==> config.mk <==
export PLATFORM = sky130hd
export DESIGN_NAME = rstr_ram
export DESIGN_NICKNAME = d
export VERILOG_FILES = /design/src/rstr_ram.sv
export SDC_FILE = /design/constraint.sdc
export NUM_CORES = 1
export LEC_CHECK = 0
export BUFFER_PORTS_ARGS = -buffer_cell sky130_fd_sc_hd__buf_2
export CAP_MARGIN = 20
export CORE_ASPECT_RATIO = 0.5
export CORE_UTILIZATION = 50
export DETAILED_ROUTE_END_ITERATION = 8
export PLACE_DENSITY = 0.68
export SYNTH_ARGS = -nofsm -noshare
export SYNTH_HDL_FRONTEND = slang
export SYNTH_SLANG_ARGS = --single-unit
==> constraint.sdc <==
create_clock -name clk -period 11.6 [get_ports clk]
set_input_delay 1.16 -clock clk [delete_from_list [all_inputs] [get_ports clk]]
set_output_delay 1.16 -clock clk [all_outputs]
set_load 0.05 [all_outputs]
==> src/rstr_ram.sv <==
// Generic single-write, single-read RAM with registered read data.
module rstr_ram #(
	parameter int WIDTH = 64,
	parameter int DEPTH = 16
) (
	input  logic                     clk,
	input  logic                     we,
	input  logic [$clog2(DEPTH)-1:0] waddr,
	input  logic [WIDTH-1:0]         wdata,
	input  logic [$clog2(DEPTH)-1:0] raddr,
	output logic [WIDTH-1:0]         rdata
);

	logic [WIDTH-1:0] mem [DEPTH];

	always_ff @(posedge clk) begin
		if (we) begin
			mem[waddr] <= wdata;
		end
		rdata <= mem[raddr];
	end

endmodule

==> qor.yml <==
synthesis:
  yosysSeqAreaShare_pct: 80.9
  postSynthAreaPerCell_um2: 24.0
  muxShareOfSynthArea_pct: 14.6
  syn_area_um2: 39600
  yosysTopAreaCellShare_pct: 77.7
  synth_cells: 1647
  synth_top_area_cell: "edfxtp_1"
  yosys.area_share.adder_pct: 0
  syn_nets: 1721
  synth.area.top_cells: "edfxtp_1 (78%), mux4_2 (15%), dfxtp_1 (3.2%), a22oi_1 (2.4%), nand2_1 (0.62%)"
  synth-simple-area-share_pct: 0.942
  yosysWarnings: 0
  synth_top_family_by_area: "multiplexers"
  synth_compound_area_share_pct: 2.43
  ys_seq_elements: 1088
  synth_xor_area_share_pct: 0
  yosys.cell_types.count: 18
clocking:
  htree_levels: 3
  clockBufferDepth: 3
  postCtsHoldBufs: 0
  cts_made_buffers: 94
  clk_pin_slew_ps: 60
  post-cts-setup-buffers: 0
  cts_tree: "yes"
  cts_sinks: 1088
  cts-root-buf: "clkbuf_16"
  clock_latency_ps: 650
  cts_resized: 0
floorplanning:
  die_w_um: 400
  core_area_um2: 77800
  initial_utilization_pct: 50.9
  die_y_um: 201
  die_area_um2: 80400
  pin_count: 138
  row_count: 72
grt:
  grt_pass1_wl_mm: 120
  grt_pass1_vias: 18300
  antenna_found_initial: 7
  grt_max_degree: 139
  overflow: 0
  grtUsageTotal_pct: 20.7
timing:
  post-route-min-period_ps: 3680
  worst_pin_slew_ps: 1100
  setup_violations: 0
  max_freq_mhz: 271
  worst_hold_slack_ps: 664
  finalCritPeriodShare_pct: 31.8
  relSlewSlack_pct: 26.9
  fin_skew_ps: 17.4
  hold_viol_final: 0
  slew_viol_final: 0
  final.setup.tns_ps: 0
  rsz0062_at_grt: "false"
finish:
  drive_gt1_share_pct: 30.4
  stdcell_count: 2951
  layout_common_cells: "edfxtp_1 (1,024), mux4_2 (256), buf_2 (135)"
  area_growth_pct: 12.7
  layout_commonest_cell: "edfxtp_1"
  final_util_pct: 57.3
  nets: 1903
  fillCellCount: 5573
critical_path:
  worstSetupStartpointType: "input pin"
  cp-end-kind: "register"
  arrival_ps: 4200
  reg2reg_depth: 3
  cp.required_ps: 12120
  crit_buf_inv: 3
  r2r-start: "mem[7][25]"
  critical-path-top-delay-family: "buffers and inverters"
  reg2reg_to: "rdata[25]"
  path_class: "in2reg"
  crit_path_max_incr_delay_ps: 800
  path_max_fanout: 113
  rrSetupSlack_ps: 10240
  crit_chain: "buf_8 -> buf_12 -> buf_4 -> mux4_2 -> a22oi_1 -> nand2_1"
  crit_slowest_cell: "buf_4"
drt:
  drt-wirelength-per-cell_um: 27.8
  dr.pass1.iters: 5
  dr_total_vias: 17700
  antenna_left: 0
  wirelength_mm: 81.9
  route.detailed.drc: 0
  viasPerCell: 5.98
  drtIter0Drc: 1903
min_path:
  min-delay-start: "mem[14][41]"
  hold_end: "rdata[41]"
  hp-class: "reg2reg"
  min_path_cells: 3
power:
  p_per_area_nw_per_um2: 178
  power.internal_mw: 6.28
  vdd_drop_max_v: 0.0000956
  combPwrFrac_pct: 5.7
  power_frac_clock_pct: 38.7
  p_sw_mw: 1.68
  power.share.switching_pct: 21.1
  p_seq_share_pct: 55.6
  p_leak_nw: 14.2
run:
  cap_violations: 0
placement:
  dpl.hpwl_mm: 38.8
  port_buffers: 137
  dp.cells: 2769
  gp_congestion: 0.719
run_status:
  outcome: "finished clean"
==> power by group through the flow <==
stage	Combinational [mW]	Clock, mW	Sequential, mW
after CTS	0.458	3.14	4.42
after global placement	0.452	0	4.50
final	0.452	3.08	4.42
after detailed placement	0.457	0	4.51
after floorplan	0.209	0	4.59
after global routing	0.481	3.28	4.43
==> worst reg2reg max path: stages, from the launching register on <==
cell and delay, ps:
edfxtp_1 420, mux4_2 520, a22oi_1 210, nand2_1 90
==> layout make-up <==
type | count | area [um^2] | area share (%)
Multi-Input combinational cell | 475 | 7230 | 16.2
Clock buffer | 136 | 2730 | 6.13
Sequential cell | 1088 | 32000 | 71.8
Antenna cell | 7 | 17.5 | 0.0393
Clock inverter | 39 | 315 | 0.707
Timing Repair Buffer | 170 | 978 | 2.19
Tap cell | 1036 | 1300 | 2.91
==> cell usage after synthesis <==
library cell	instances
or3b_2	1
edfxtp_1	1024
dfxtp_1	64
buf_6	13
a22oi_1	128
nor2_1	13
nor2b_1	2
nor3_1	4
nand2b_1	2
buf_4	6
nand3b_1	2
nand2_1	65
clkbuf_1	36
and2_1	1
mux4_2	256
buf_2	13
nand3_1	1
buf_1	16
==> per-stage QoR <==
step                worst slack, ps  instance area [um^2]  power, mW
detailed placement             7070                 41500       4.96
global route                   7480                 44600       8.19
floorplan                      5010                 39600       4.80
global placement               7090                 41500       4.95
finish                         7920                 44600       7.95
CTS                            7750                 44600       8.02
==> sequential cells by signal, summed over array words and instances, names as in the netlist <==
name and flops:
mem 1024, rdata 64
==> kinds of logic (layout without fill, tap and decap cells) <==
logic type | Yosys count | count (layout)
AO/OA/AOI/OAI | 128 | 128
buffers and inverters | 84 | 345
flip-flops | 1088 | 1088
multiplexers | 256 | 256
other | 0 | 7
AND/OR/NAND/NOR | 91 | 91
==> metal layers <==
layer	GRT usage (%)	part of all wire, %	vias up
li1	-	-	7421
met5	0	0.012	-
met2	33.7	50	603
met4	5.38	2.0	2
met3	3.38	6.5	117
met1	29.5	42	9511
==> how the worst max path moves through the flow <==
stage                         from         to  slack, ps  cells after the start
after detailed placement  raddr[0]  rdata[47]       7070                      6
after global routing      raddr[0]  rdata[53]       7480                      6
final                     raddr[0]  rdata[47]       7920                      6
after floorplan           waddr[2]  mem[0][0]       5010                      2
after global placement    raddr[0]  rdata[49]       7090                      6
after CTS                 raddr[0]  rdata[47]       7750                      6
Power figures use the tool's default switching activity.
